[src/design/ifsc_pkg.sv]
`timescale 1ns / 1ps
`default_nettype none
// ----------------------------------------------------------------------------
// ifsc_pkg - shared types and constants of the idle/flag stream checker
// Byte lane count, idle run limits, register indexes and the structs that
// pass between the register block, the byte lanes and the merge stage.
// ----------------------------------------------------------------------------
package ifsc_pkg;

   localparam int LANES      = 4;
   localparam int BYTE_W     = 8;
   localparam int WORD_W     = LANES * BYTE_W;
   localparam int RUN_W      = 5;
   localparam int ADDR_W     = 4;
   localparam int CSR_DATA_W = 32;
   localparam int BPP_W      = 2;

   // idle runs required between flags
   localparam logic [RUN_W-1:0] IDLES_NARROW = 5'd7;
   localparam logic [RUN_W-1:0] IDLES_WIDE   = 5'd15;
   localparam logic [RUN_W-1:0] RUN_MAX      = 5'd31;

   // packet width code that selects the long idle run
   localparam logic [BPP_W-1:0] BPP_WIDE  = 2'd2;
   localparam logic [BPP_W-1:0] BPP_RESET = 2'd1;

   // register indexes (byte address / 4)
   typedef enum logic [1:0] {
      REG_FLAG_CHAR = 2'd0,
      REG_IDLE_CHAR = 2'd1,
      REG_BPP       = 2'd2
   } reg_index_type;

   // framing scan states
   typedef enum logic [1:0] {
      SCAN_SEARCH     = 2'd0,
      SCAN_AFTER_FLAG = 2'd1,
      SCAN_ERROR      = 2'd2
   } scan_state_type;

   typedef struct packed {
      logic [BYTE_W-1:0] flag_char;
      logic [BYTE_W-1:0] idle_char;
      logic [BPP_W-1:0]  bytes_per_packet;
   } cfg_type;

   typedef struct packed {
      logic is_idle;
      logic is_flag;
   } byte_class_type;

endpackage
`default_nettype wire

[src/design/ifsc_merge.sv]
`timescale 1ns / 1ps
`default_nettype none
// ----------------------------------------------------------------------------
// ifsc_merge - framing state merge
// Walks the four lane classes through the framing state, lowest byte
// first, and holds the scan state between words.
// ----------------------------------------------------------------------------
module ifsc_merge (
   input  wire                                clock,
   input  wire                                reset,
   input  wire                                accept,
   input  wire                                last_word,
   input  wire  [ifsc_pkg::RUN_W-1:0]         needed,
   input  var   ifsc_pkg::byte_class_type     lane_class [ifsc_pkg::LANES],
   output logic                               pattern_ok
);

   typedef struct packed {
      ifsc_pkg::scan_state_type  state;
      logic [ifsc_pkg::RUN_W-1:0] idle_run;
      logic                       flag_seen;
   } scan_type;

   scan_type scan_ff;
   scan_type scan_in;
   scan_type chain [ifsc_pkg::LANES+1];

   // advance the scan by one byte
   function automatic scan_type step_byte(scan_type s, ifsc_pkg::byte_class_type c,
                                          logic [ifsc_pkg::RUN_W-1:0] need);
      scan_type                   n;
      logic [ifsc_pkg::RUN_W-1:0] run_inc;
      n       = s;
      run_inc = (s.idle_run != ifsc_pkg::RUN_MAX) ? s.idle_run + 5'd1 : s.idle_run;
      case (s.state)
         ifsc_pkg::SCAN_SEARCH: begin
            if (c.is_idle) begin
               n.idle_run = run_inc;
               if (run_inc > need) n.state = ifsc_pkg::SCAN_ERROR;
            end else if (c.is_flag) begin
               if (s.flag_seen && (s.idle_run != need)) begin
                  n.state = ifsc_pkg::SCAN_ERROR;
               end else begin
                  n.flag_seen = 1'b1;
                  n.state     = ifsc_pkg::SCAN_AFTER_FLAG;
               end
            end else begin
               n.state = ifsc_pkg::SCAN_ERROR;
            end
         end
         ifsc_pkg::SCAN_AFTER_FLAG: begin
            if (c.is_idle) begin
               n.idle_run = 5'd1;
               n.state    = ifsc_pkg::SCAN_SEARCH;
            end else begin
               n.idle_run = '0;
               n.state    = ifsc_pkg::SCAN_ERROR;
            end
         end
         default: n.state = ifsc_pkg::SCAN_ERROR;
      endcase
      return n;
   endfunction

   // chain the lanes, then clear at the end of a vector
   always_comb begin
      chain[0] = scan_ff;
      for (int i = 0; i < ifsc_pkg::LANES; i++) begin
         chain[i+1] = step_byte(chain[i], lane_class[i], needed);
      end
      pattern_ok = (chain[ifsc_pkg::LANES].state == ifsc_pkg::SCAN_SEARCH) ||
                   (chain[ifsc_pkg::LANES].state == ifsc_pkg::SCAN_AFTER_FLAG);
      scan_in = scan_ff;
      if (accept) begin
         if (last_word) begin
            scan_in.state     = ifsc_pkg::SCAN_SEARCH;
            scan_in.idle_run  = '0;
            scan_in.flag_seen = 1'b0;
         end else begin
            scan_in = chain[ifsc_pkg::LANES];
         end
      end
   end

   // hold the scan state
   always_ff @(posedge clock) begin
      if (reset) begin
         scan_ff.state     <= ifsc_pkg::SCAN_SEARCH;
         scan_ff.idle_run  <= '0;
         scan_ff.flag_seen <= 1'b0;
      end else begin
         scan_ff <= scan_in;
      end
   end

   // end of vector returns the scan to its reset state
   a_clear_on_last: assert property (@(posedge clock) disable iff (reset)
      accept && last_word |=> scan_ff.state == ifsc_pkg::SCAN_SEARCH &&
                              scan_ff.idle_run == '0 && !scan_ff.flag_seen)
      else $error("scan state not cleared after last word");

   // an error stays until the vector ends
   a_error_sticky: assert property (@(posedge clock) disable iff (reset)
      scan_ff.state == ifsc_pkg::SCAN_ERROR && !(accept && last_word)
         |=> scan_ff.state == ifsc_pkg::SCAN_ERROR)
      else $error("framing error dropped inside a vector");

   // the idle run never passes the longest limit by more than one
   a_run_bound: assert property (@(posedge clock) disable iff (reset)
      scan_ff.idle_run <= ifsc_pkg::IDLES_WIDE + 5'd1)
      else $error("idle run out of range");

endmodule
`default_nettype wire

[config.mk]
export PLATFORM = sky130hd
export DESIGN_NAME = ifsc_merge
export DESIGN_NICKNAME = d
export VERILOG_FILES = /design/src/design/ifsc_pkg.sv /design/src/design/ifsc_merge.sv
export SDC_FILE = /design/constraint.sdc
export NUM_CORES = 1
export LEC_CHECK = 0
export BUFFER_PORTS_ARGS = -buffer_cell sky130_fd_sc_hd__buf_2
export CELL_PAD_IN_SITES_DETAIL_PLACEMENT = 2
export CELL_PAD_IN_SITES_GLOBAL_PLACEMENT = 2
export CORE_UTILIZATION = 35
export CTS_BUF_LIST = sky130_fd_sc_hd__clkbuf_8 sky130_fd_sc_hd__clkbuf_16
export DETAILED_ROUTE_END_ITERATION = 8
export PLACE_DENSITY = 0.89
export SLEW_MARGIN = 10
export SYNTH_ARGS = -nofsm -noshare
export SYNTH_HDL_FRONTEND = slang
export SYNTH_SLANG_ARGS = --single-unit
[constraint.sdc]
create_clock -name clock -period 13 [get_ports clock]
set_input_delay 1.3 -clock clock [delete_from_list [all_inputs] [get_ports clock]]
set_output_delay 1.3 -clock clock [all_outputs]
set_load 0.03 [all_outputs]
== Word-level counts from Yosys, hierarchy flattened ==
Cells that the tools add are included.

* Add/sub/neg operators: 4
* Order comparisons: 4
* Equality and inequality tests: 13
* Mux-type cells: 53
* Reduce and logical (&&, ||, !) cells: 10

{| class="wikitable"
|+ Operators by type and width
! kind !! number
|-
| two-way mux 5 bit || 8
|-
| case mux 5 bit (2 select lines) || 4
|-
| two-way mux 2 bit || 16
|-
| two-way mux 7 bit || 4
|-
| adder 5 x 1 -> 5 bit, second input constant || 4
|-
| > comparator 5 bit || 4
|-
| != test 5 bit || 4
|-
| != test 5 bit, second input constant || 4
|-
| two-way mux 1 bit || 16
|-
| case mux 2 bit (2 select lines) || 4
|-
| equality test 2 x 1 -> 1 bit, second input constant || 5
|-
| logical NOT 2 bit || 5
|-
| two-way mux 8 bit || 1
|-
| logical AND 1 bit || 4
|-
| logical OR 1 bit || 1
|}

* Register bits after elaboration: 8
* Bits of input ports: 17
* Output and inout bits: 1
* Word-level logic and storage cells: 87

== Depth between registers and ports, before layout ==
Gate-level depths: netlist (run 1).

* Depth in word-level cells: 23
* Mapped depth: 33

== Least setup slack after synthesis (run 1) ==
No wires, ideal clock.

* Path type: input to output
* Start point: input port lane_class[7] in the netlist's numbering
* End point: output port pattern_ok
* Arrival: 7.296 ns
* Path slack: 4.404 ns
* Stages on the path: 31
* Buffers on the path: 2
* Cell sequence: buf_1 -> a21boi_1 -> a221oi_4 -> inv_2 -> ha_1 -> clkbuf_1 -> o221a_2 -> nand2_1 -> mux2_2 -> ha_1 -> nand3b_1 -> a21oi_1 -> a211oi_1 -> a311oi_1 -> or2_1 -> o21a_1 -> a211oi_1 -> mux2i_2 -> ha_1 -> and2_1 -> nand3_2 -> mux2_2 -> ha_1 -> nor2b_1 -> o21a_1 -> o21a_1 -> o21ai_0 -> nand2b_1 -> a31oi_1 -> o21ai_0 -> nor2b_1

* Longest elaborated chain between the ends: 20
* Elaborated cells on any way between the ends: 61
* Classes of those cells: add/sub (3); order compare (3); eq/ne (10); mux (37); reduce/logical (8)

{| class="wikitable"
|+ RTL lines
! element !! line !! RTL
|-
| start: declaration || ifsc_merge.sv:14 || <nowiki>input var ifsc_pkg::byte_class_type lane_class [ifsc_pkg::LANES],</nowiki>
|-
| branches (longest 17 deep; another with adder 5 x 1 -> 5 bit) || n/a ||
|-
| case mux 2 bit (2 select lines) * || ifsc_merge.sv:35 || <nowiki>case (s.state)</nowiki>
|-
| equality test 2 x 1 -> 1 bit / logical NOT 2 bit (equally long branches) || ifsc_merge.sv:72, ifsc_merge.sv:71 ||
|-
| logical OR 1 bit * || ifsc_merge.sv:71 || <nowiki>pattern_ok = (chain[ifsc_pkg::LANES].state == ifsc_pkg::SCAN_SEARCH) ||</nowiki>
|-
| end: declaration || ifsc_merge.sv:15 || <nowiki>output logic pattern_ok</nowiki>
|}

Every way passes the cells marked *.

== Worst setup path in the final report (run 1) ==
* Start point: register scan_ff (netlist bit chain[33])
* End point: output port pattern_ok

* Longest elaborated chain between the ends: 23
* Elaborated cells on any way between the ends: 71
* Classes of those cells: add/sub (4); order compare (4); eq/ne (12); mux (42); reduce/logical (9)

{| class="wikitable"
|+ RTL lines
! element !! line !! RTL
|-
| start: declaration || ifsc_merge.sv:24 || <nowiki>scan_type scan_ff;</nowiki>
|-
| start signal: assignment || ifsc_merge.sv:92 || <nowiki>scan_ff <= scan_in;</nowiki>
|-
| branches (longest 20 deep; another with adder 5 x 1 -> 5 bit) || n/a ||
|-
| case mux 2 bit (2 select lines) * || ifsc_merge.sv:35 ||
|-
| equality test 2 x 1 -> 1 bit / logical NOT 2 bit (equally long branches) || ifsc_merge.sv:72, ifsc_merge.sv:71 ||
|-
| logical OR 1 bit * || ifsc_merge.sv:71 ||
|}

Marks and branches as above.

==> metrics, run 1 <==
routed wire length 9.34 mm; number of synthesized flops with an enable pin 0; Main synth FF type dfxtp_1; CTS buffer count 3; initial antenna violation count 0; Placed Cells 430; total track usage 26.1%; Slew Limit Fails 0; Final TNS setup 0 ns; share of flip-flops with an asynchronous set or reset 0%; Storage cell area 160 um^2; non-filler cells, final 433; Critical Path RT 11.70 ns; Area Overhead vs Synth 6.85%; max incr delay on CP 0.66 ns; CP Launch Type register; Iter 0 DRT Violations 121; DR WL/cell 21.6 um; unrepaired setup endpoints after global routing false; Starting Density 36.8%; Fmax 0.106 GHz; Crit path top cell by count ha_1; number of global-route vias before repair 2,924; fin crit share 72.5%; Period minus WS final 9.43 ns; gp weighted congestion 0.885; Hold Buf Count CTS 0; number of flip-flops in the largest register 8; IR drop worst, VDD 0.0299 mV; Pwr Total 0.176 mW; Bufs on Longest Clock Path 2; number of clock sinks 8; Worst Max-Slew Pin Slew 0.658 ns; Hold Path Class register to register; # Post-CTS Setup Buffers 0; Overflow after GRT 0; Synth area leaders ha_1, dfxtp_1, xnor2_1; Final nets 380; Vias/cell 6.17; multi-input logic area 2260 um^2; clock root buffer clkbuf_8; sequential fraction of the synthesis area 6.31%; Crit Path Max Fanout 12; fraction of layout cells with a size suffix above 1 19.0%; syn_area_per_cell 7.70 um^2; most common library cells after synthesis nand2_1, ha_1, nor2_1; P_leak 1.09 nW; final setup fails 0; DRC 0; die area 7600 um^2; hpwl dp 7.47 mm; cell taking the most area after synthesis ha_1; status finished clean; PD cells 65.0 nW/um^2; Synthesis Warnings 0; # diodes 0; first-pass GRT wire length 15.3 mm; I/O pins 18; count leader, synth nand2_1; Synth Cell Area 2540 um^2; Hold Vio Cnt, Final 0; hold_ws 0.627 ns; CP max stage cell dfxtp_1; DRT Pass-1 Iters 4; Rows 30; CTS tree done; fin worst setup slack 3.57 ns; slew margin rel. 56.1%; Fillers 850; share of the synthesized area in the top cell type 11.8%; WS Path Type register to output pin; Yosys reg bits 8; CTS H-tree depth 1; Mapped Nets 371; # resized after CTS 0; die width 87.2 um; IO Port Bufs 17; Worst EP arrival 8.13 ns; post-route antenna net violation count 0; die height 87.2 um; Unique masters post-synth 87; Core ar. 6910 um^2; Clk pin slew, worst setup/hold paths 0.04 ns; Mapped Cells 330; Worst Skew 0.00398 ns; largest net degree at the start of global routing 18; Max-cap violations 0; worst skew pair latency 0.23 ns; Vias 2,671; Critical Path Sink Type output pin; worst slack, placed 3.69 ns
-- layer usage --
layer / vias up / track usage [%] / wire length [um]
met1: 1335 / 33.4 / 4240
li1: 1268 / - / -
met2: 51 / 48.1 / 4710
met4: 0 / 6.56 / 179
met5: - / 0 / 0
met3: 17 / 0.569 / 210
-- report_power, final --
part           leakage, nW  switching (mW)  internal [mW]
combinational         1.00          0.0695         0.0467
clock               0.0216          0.0105         0.0201
sequential          0.0651         0.00384         0.0257
total                 1.09          0.0839         0.0926
-- worst paths after layout --
| kind | start | end | slack [ns] | depth (start not counted) |
|---|---|---|---|---|
| min | chain[34] | chain[34] | 0.63 | 2 |
| max | chain[33] | pattern_ok | 3.57 | 32 |
| min reg2reg | chain[34] | chain[34] | 0.63 | 2 |
| max reg2reg | chain[33] | chain[39] | 5.02 | 32 |
-- worst max-delay path, delay by kind of cell (launching register included) --
kind | cells | cell delay, ns
adder cells (fa/ha/maj) | 5 | 1.62
buffers and inverters | 2 | 0.41
multiplexers | 3 | 1.06
AO/OA/AOI/OAI | 13 | 2.51
flip-flops | 1 | 0.66
AND/OR/NAND/NOR | 9 | 1.63
-- stage by stage --
step           instance area (um^2)  utilization (%)
5_1_grt                        2710             39.3
2_1_floorplan                  2540                -
4_1_cts                        2710             39.3
3_5_place_dp                   2670             38.7
6_report                       2710             39.3
3_3_place_gp                   2670             38.7
-- area by class of cell --
cell class              instances  area share (%)
clock buffers                   3            1.52
inverters                      12            1.66
multi-input cells             297            83.4
flip-flops and latches          8            5.90
well taps                      96            4.43
repair buffers                 17            3.14
-- cells in the final DEF, fill, tap and decap left out, types with 3 or more instances in the layout --
master	Yosys	routed
or2_1	3	3
nor3b_1	3	3
a31oi_1	4	4
dfxtp_1	8	8
nand4_1	6	6
o21a_1	4	4
and2_1	8	8
mux2_2	3	3
nor2_1	23	23
a31o_2	3	3
inv_1	10	10
mux2i_2	3	3
clkbuf_8	0	3
a21oi_1	14	14
and3_1	9	9
a211oi_1	5	5
o21ai_1	3	3
xor2_1	7	7
o21ai_0	18	18
nor2b_1	7	7
buf_2	7	17
mux2i_1	5	5
nand2b_1	9	9
nand3_1	6	6
xnor2_1	17	17
nor3_1	5	5
nand2_1	36	36
ha_1	24	24
-- logic make-up (layout without fill, tap and decap cells) --
group	Yosys count	after routing	share of synthesized area, %
and+or+nand+nor	137	137	30.1
AOI/OAI and AO/OA	100	100	33.3
xor gates and xnor gates	25	25	8.92
buffers and inverters	25	32	4.63
adders and majority gates	24	24	11.8
muxes	11	11	4.93
DFF	8	8	6.31
Note: power is estimated with default switching activity, not from simulation.
==> inputs of run 2 (changes only) <==
--- a/config.mk
+++ b/config.mk
@@ -8,10 +8,10 @@
 export BUFFER_PORTS_ARGS = -buffer_cell sky130_fd_sc_hd__buf_2
 export CELL_PAD_IN_SITES_DETAIL_PLACEMENT = 2
 export CELL_PAD_IN_SITES_GLOBAL_PLACEMENT = 2
-export CORE_UTILIZATION = 35
+export CORE_UTILIZATION = 33
 export CTS_BUF_LIST = sky130_fd_sc_hd__clkbuf_8 sky130_fd_sc_hd__clkbuf_16
 export DETAILED_ROUTE_END_ITERATION = 8
-export PLACE_DENSITY = 0.89
+export PLACE_DENSITY = 0.88
 export SLEW_MARGIN = 10
 export SYNTH_ARGS = -nofsm -noshare
 export SYNTH_HDL_FRONTEND = slang
==> constraint.sdc (replaced) <==
create_clock -name clock -period 8 [get_ports clock]
set_input_delay 0.8 -clock clock [delete_from_list [all_inputs] [get_ports clock]]
set_output_delay 0.8 -clock clock [all_outputs]
set_load 0.03 [all_outputs]
==> run 2 against run 1 <==
Effect of this change: utilization increased by 1.5 points; die area increased by 5.9%; global-route usage decreased by 1.5 points; clock skew increased by 0.0022 ns; clock-buffer cell count unchanged; hold slack got worse by 0.038 ns; worst setup slack got worse by 3.2 ns; sequential cell count unchanged; final cell count increased by 5.3%; power increased by 80%; clock power increased by 60%; register-to-register slack got worse by 3.7 ns; highest routed layer unchanged.
==> metrics, run 2 (synthesized netlist as in run 1, its figures left out) <==
most frequent cells in the layout nand2_1, nor2_1, ha_1; Storage cell area 165 um^2; sequential share of power 14.1%; fraction of layout cells with a size suffix above 1 29.1%; IO Port Bufs 17; post-route antenna net violation count 0; Worst Skew 0.00622 ns; largest net degree at the start of global routing 18; Crit path top cell by count o21a_1; commonest non-fill, non-tap cell in the layout nand2_1; DRT Pass-1 Iters 4; Vias/cell 6.16; first-pass GRT wire length 15.9 mm; Core ar. 7330 um^2; total track usage 24.6%; internal power 0.170 mW; hpwl dp 8.07 mm; Critical Path Sink Type output pin; CTS tree done; Clk pin slew, worst setup/hold paths 0.04 ns; Worst Max-Slew Pin Slew 0.583 ns; Vias 2,811; Overflow after GRT 0; P_leak 1.19 nW; gp weighted congestion 0.918; Critical Path RT 7.20 ns; Fillers 843; worst skew pair latency 0.23 ns; Fmax 0.131 GHz; number of flip-flops in the largest register 8; Period minus WS final 7.66 ns; WS Path Type input port to output pin; Crit Path Max Fanout 14; routed wire length 10.5 mm; number of clock sinks 8; Iter 0 DRT Violations 147; multi-input logic area 2370 um^2; die area 8050 um^2; fin crit share 95.7%; Max-cap violations 0; Area Overhead vs Synth 17.7%; final setup fails 0; CTS buffer count 3; cell family with most CP delay simple AND/OR/NAND/NOR gates; DR WL/cell 23.0 um; I/O pins 18; die height 89.7 um; initial antenna violation count 0; fin worst setup slack 0.341 ns; worst slack, placed -0.256 ns; CP max stage cell or3b_4; Rows 31; Final nets 400; max incr delay on CP 0.46 ns; Buf/Inv on CP 3; clock share of power 15.5%; Worst EP arrival 6.86 ns; Bufs on Longest Clock Path 2; sw frac 46.4%; hold_ws 0.590 ns; Sw Pwr 0.147 mW; status finished clean; CP Launch Type input port; number of global-route vias before repair 2,956; Hold Vio Cnt, Final 0; IR drop worst, VDD 0.0434 mV; Slew Limit Fails 0; # diodes 0; slew margin rel. 60.6%; combinational share of power 70.4%; DRC 0; Starting Density 34.6%; die width 89.7 um; PD cells 106 nW/um^2; CTS H-tree depth 1; Hold Path Class register to register; clock root buffer clkbuf_8
[run 2: cell types whose count changed in the layout (fill, tap and decap cells not counted), sizes merged]
cell    previous run  this run
buf               17        36
clkbuf             3         4
[run 2: area by class of cell]
class / count / area share (%)
flip-flops and latches: 8 / 5.52
inverters: 12 / 1.59
repair buffers: 37 / 8.08
clock buffers: 3 / 1.38
multi-input cells: 297 / 79.3
well taps: 99 / 4.14
[run 2: final timing paths]
check,startpoint,end,slack [ns],cells past startpoint
setup / recovery,lane_class[7],pattern_ok,0.34,30
hold / removal,chain[34],chain[34],0.59,2
setup reg to reg,chain[37],chain[39],1.32,31
hold reg to reg,chain[34],chain[34],0.59,2
[run 2: power groups by stage]
stage                     logic, mW  clock network [mW]  registers, mW
after floorplan               0.140                   0         0.0441
after global placement        0.187                   0         0.0447
after detailed placement      0.199                   0         0.0447
after CTS                     0.206              0.0484         0.0442
after global routing          0.243              0.0524         0.0449
final                         0.223              0.0492         0.0447
[run 2: metrics by stage]
stage          area, um^2  std cells  setup TNS [ns]  utilization (%)  power, mW
3_3_place_gp         2760        444               0             37.6      0.232
6_report             2990        456               0             40.8      0.317
3_5_place_dp         2760        444          -0.256             37.6      0.244
4_1_cts              2840        449               0             38.7      0.299
2_1_floorplan        2540        330               0                -      0.184
5_1_grt              2990        456         -0.0398             40.8      0.340
[run 2: worst register-to-register path: cells and delay by family (launching register included)]
kind                       cells  cell delay [ns]
AOI/OAI and AO/OA             15             2.45
and+or+nand+nor                8             1.37
adders and majority gates      4             1.07
muxes                          3             0.99
DFF                            1             0.57
buffers and inverters          1             0.12
[run 2: per-layer routing]
metal,vias up,share of wire [%],global-route usage [%]
li1,1304,-,-
met1,1411,44,31.4
met2,71,50,45.1
met3,25,2.8,0.931
met4,0,2.6,5.87
met5,-,0,0
[run 2: timing repair]
| item | in CTS | in global routing |
|---|---|---|
| hold buffers | 0 | 0 |
| setup endpoints to repair | 1 | 1 |
| buffers inserted | 2 | 7 |
| pin swaps | 2 | 8 |
| resized for setup | 7 | 24 |
| hold endpoints to repair | 0 | 0 |
==> inputs of run 3 (changes only) <==
--- a/config.mk
+++ b/config.mk
@@ -8,6 +8,7 @@
 export BUFFER_PORTS_ARGS = -buffer_cell sky130_fd_sc_hd__buf_2
 export CELL_PAD_IN_SITES_DETAIL_PLACEMENT = 2
 export CELL_PAD_IN_SITES_GLOBAL_PLACEMENT = 2
+export CORE_MARGIN = 2
 export CORE_UTILIZATION = 33
 export CTS_BUF_LIST = sky130_fd_sc_hd__clkbuf_8 sky130_fd_sc_hd__clkbuf_16
 export DETAILED_ROUTE_END_ITERATION = 8
==> run 3 against run 2 <==
Effect of this change: first-iteration DRC count down 25%; utilization up 0.16 points; largest power group unchanged; power up 3.6%; via count up 1.4%; clock-buffer cell count unchanged; global-route usage up 0.78 points; sequential power about the same; worst setup slack worse by 0.15 ns; register-to-register slack worse by 0.23 ns; critical endpoint unchanged; final area up 0.92%.
==> metrics, run 3 (synthesized netlist as in run 1, its figures left out) <==
CTS H-tree depth 1; number of global-route vias before repair 3,151; # diodes 0; Overflow after GRT 0; Pwr Total 0.329 mW; fin crit share 97.7%; clock root buffer clkbuf_8; max incr delay on CP 0.36 ns; commonest non-fill, non-tap cell in the layout nand2_1; Vias/cell 6.24; P_leak 1.20 nW; I/O pins 18; initial antenna violation count 0; DR WL/cell 25.0 um; number of clock sinks 8; worst skew pair latency 0.25 ns; Area Overhead vs Synth 18.8%; Core ar. 7370 um^2; PD cells 109 nW/um^2; slew margin rel. 52.7%; total track usage 25.3%; Period minus WS final 7.81 ns; largest net degree at the start of global routing 16; die area 8410 um^2; first-pass GRT wire length 17.1 mm; Slew Limit Fails 0; Hold Path Class register to register; Hold Buf Count CTS 0; CP max stage cell mux2_2; Vias 2,850; hpwl dp 8.17 mm; fraction of layout cells with a size suffix above 1 29.6%; die width 91.7 um; Worst EP arrival 7.01 ns; Hold Vio Cnt, Final 0; Starting Density 34.5%; CTS tree done; IR drop worst, VDD 0.0508 mV; Worst Skew 0.0151 ns; WS Path Type input port to output pin; Iter 0 DRT Violations 110; fin worst setup slack 0.187 ns; die height 91.7 um; Max-cap violations 0; number of flip-flops in the largest register 8; Clk pin slew, worst setup/hold paths 0.04 ns; Worst Max-Slew Pin Slew 0.703 ns; Crit Path Max Fanout 14; DRC 0; Rows 31; worst slack, placed -0.121 ns; Critical Path Sink Type output pin; routed wire length 11.4 mm; Final nets 401; IO Port Bufs 17; CP Launch Type input port; final setup fails 0; Crit path top cell by count o21a_1; CTS buffer count 3; Critical Path RT 7.20 ns; DRT Pass-1 Iters 4; post-route antenna net violation count 0; Fmax 0.128 GHz; gp weighted congestion 0.905; Bufs on Longest Clock Path 2; most frequent cells in the layout nand2_1, nor2_1, ha_1, buf_4, o21ai_0; status finished clean
run 3: final timing paths:
path	cells after the start	slack, ns	from	endpoint
min	1	0.61	chain[38]	chain[38]
max	31	0.19	lane_class[7]	pattern_ok
max reg2reg	29	1.09	chain[36]	chain[39]
min reg2reg	1	0.61	chain[38]	chain[38]
run 3: power breakdown:
group / internal [mW] / switching (mW) / leakage, nW / total [mW]
sequential: 0.0418 / 0.00306 / 0.0673 / 0.0449
combinational: 0.0956 / 0.134 / 1.11 / 0.229
clock: 0.0331 / 0.0215 / 0.0216 / 0.0545
total: 0.171 / 0.158 / 1.20 / 0.329
run 3: timing repair:
item,CTS,global route
endpoints found under the hold margin,0,0
gates resized for setup,5,28
endpoints found under the setup margin,1,1
pin swaps,2,4
setup buffers,1,7
run 3: worst max-delay path: cells and delay by family:
family | cells | cell delay [ns]
buf+inv | 3 | 0.51
fa+ha+maj | 4 | 1.10
simple gates | 9 | 1.49
mux | 3 | 1.00
compound gates | 12 | 2.11
run 3: layout make-up:
cell class / instances / area, um^2
Clock buffer: 3 / 41.3
Fill cell: 882 / 4350
Inverter: 12 / 47.5
Multi-Input combinational cell: 297 / 2390
Sequential cell: 8 / 168
Tap cell: 99 / 124
Timing Repair Buffer: 38 / 249
run 3: stage by stage:
step | hold slack [ns] | instances | util [%] | cell area [um^2] | TNS (ns)
after floorplan | 0.512 | 330 | - | 2540 | 0
after global placement | 0.545 | 446 | 37.6 | 2770 | 0
after detailed placement | 0.592 | 446 | 37.6 | 2770 | -0.121
after CTS | 0.601 | 450 | 38.5 | 2840 | 0
after global routing | 0.625 | 457 | 41.0 | 3020 | -0.146
final | 0.613 | 457 | 41.0 | 3020 | 0
run 3: per-layer routing:
layer / GRT usage (%) / wire [um] / share of wire [%] / up-vias
met4: 7.96 / 409 / 3.6 / 0
li1: - / - / - / 1304
met1: 31.9 / 4900 / 43 / 1434
met3: 1.81 / 290 / 2.5 / 33
met5: 0 / 0 / 0 / -
met2: 45.8 / 5810 / 51 / 79
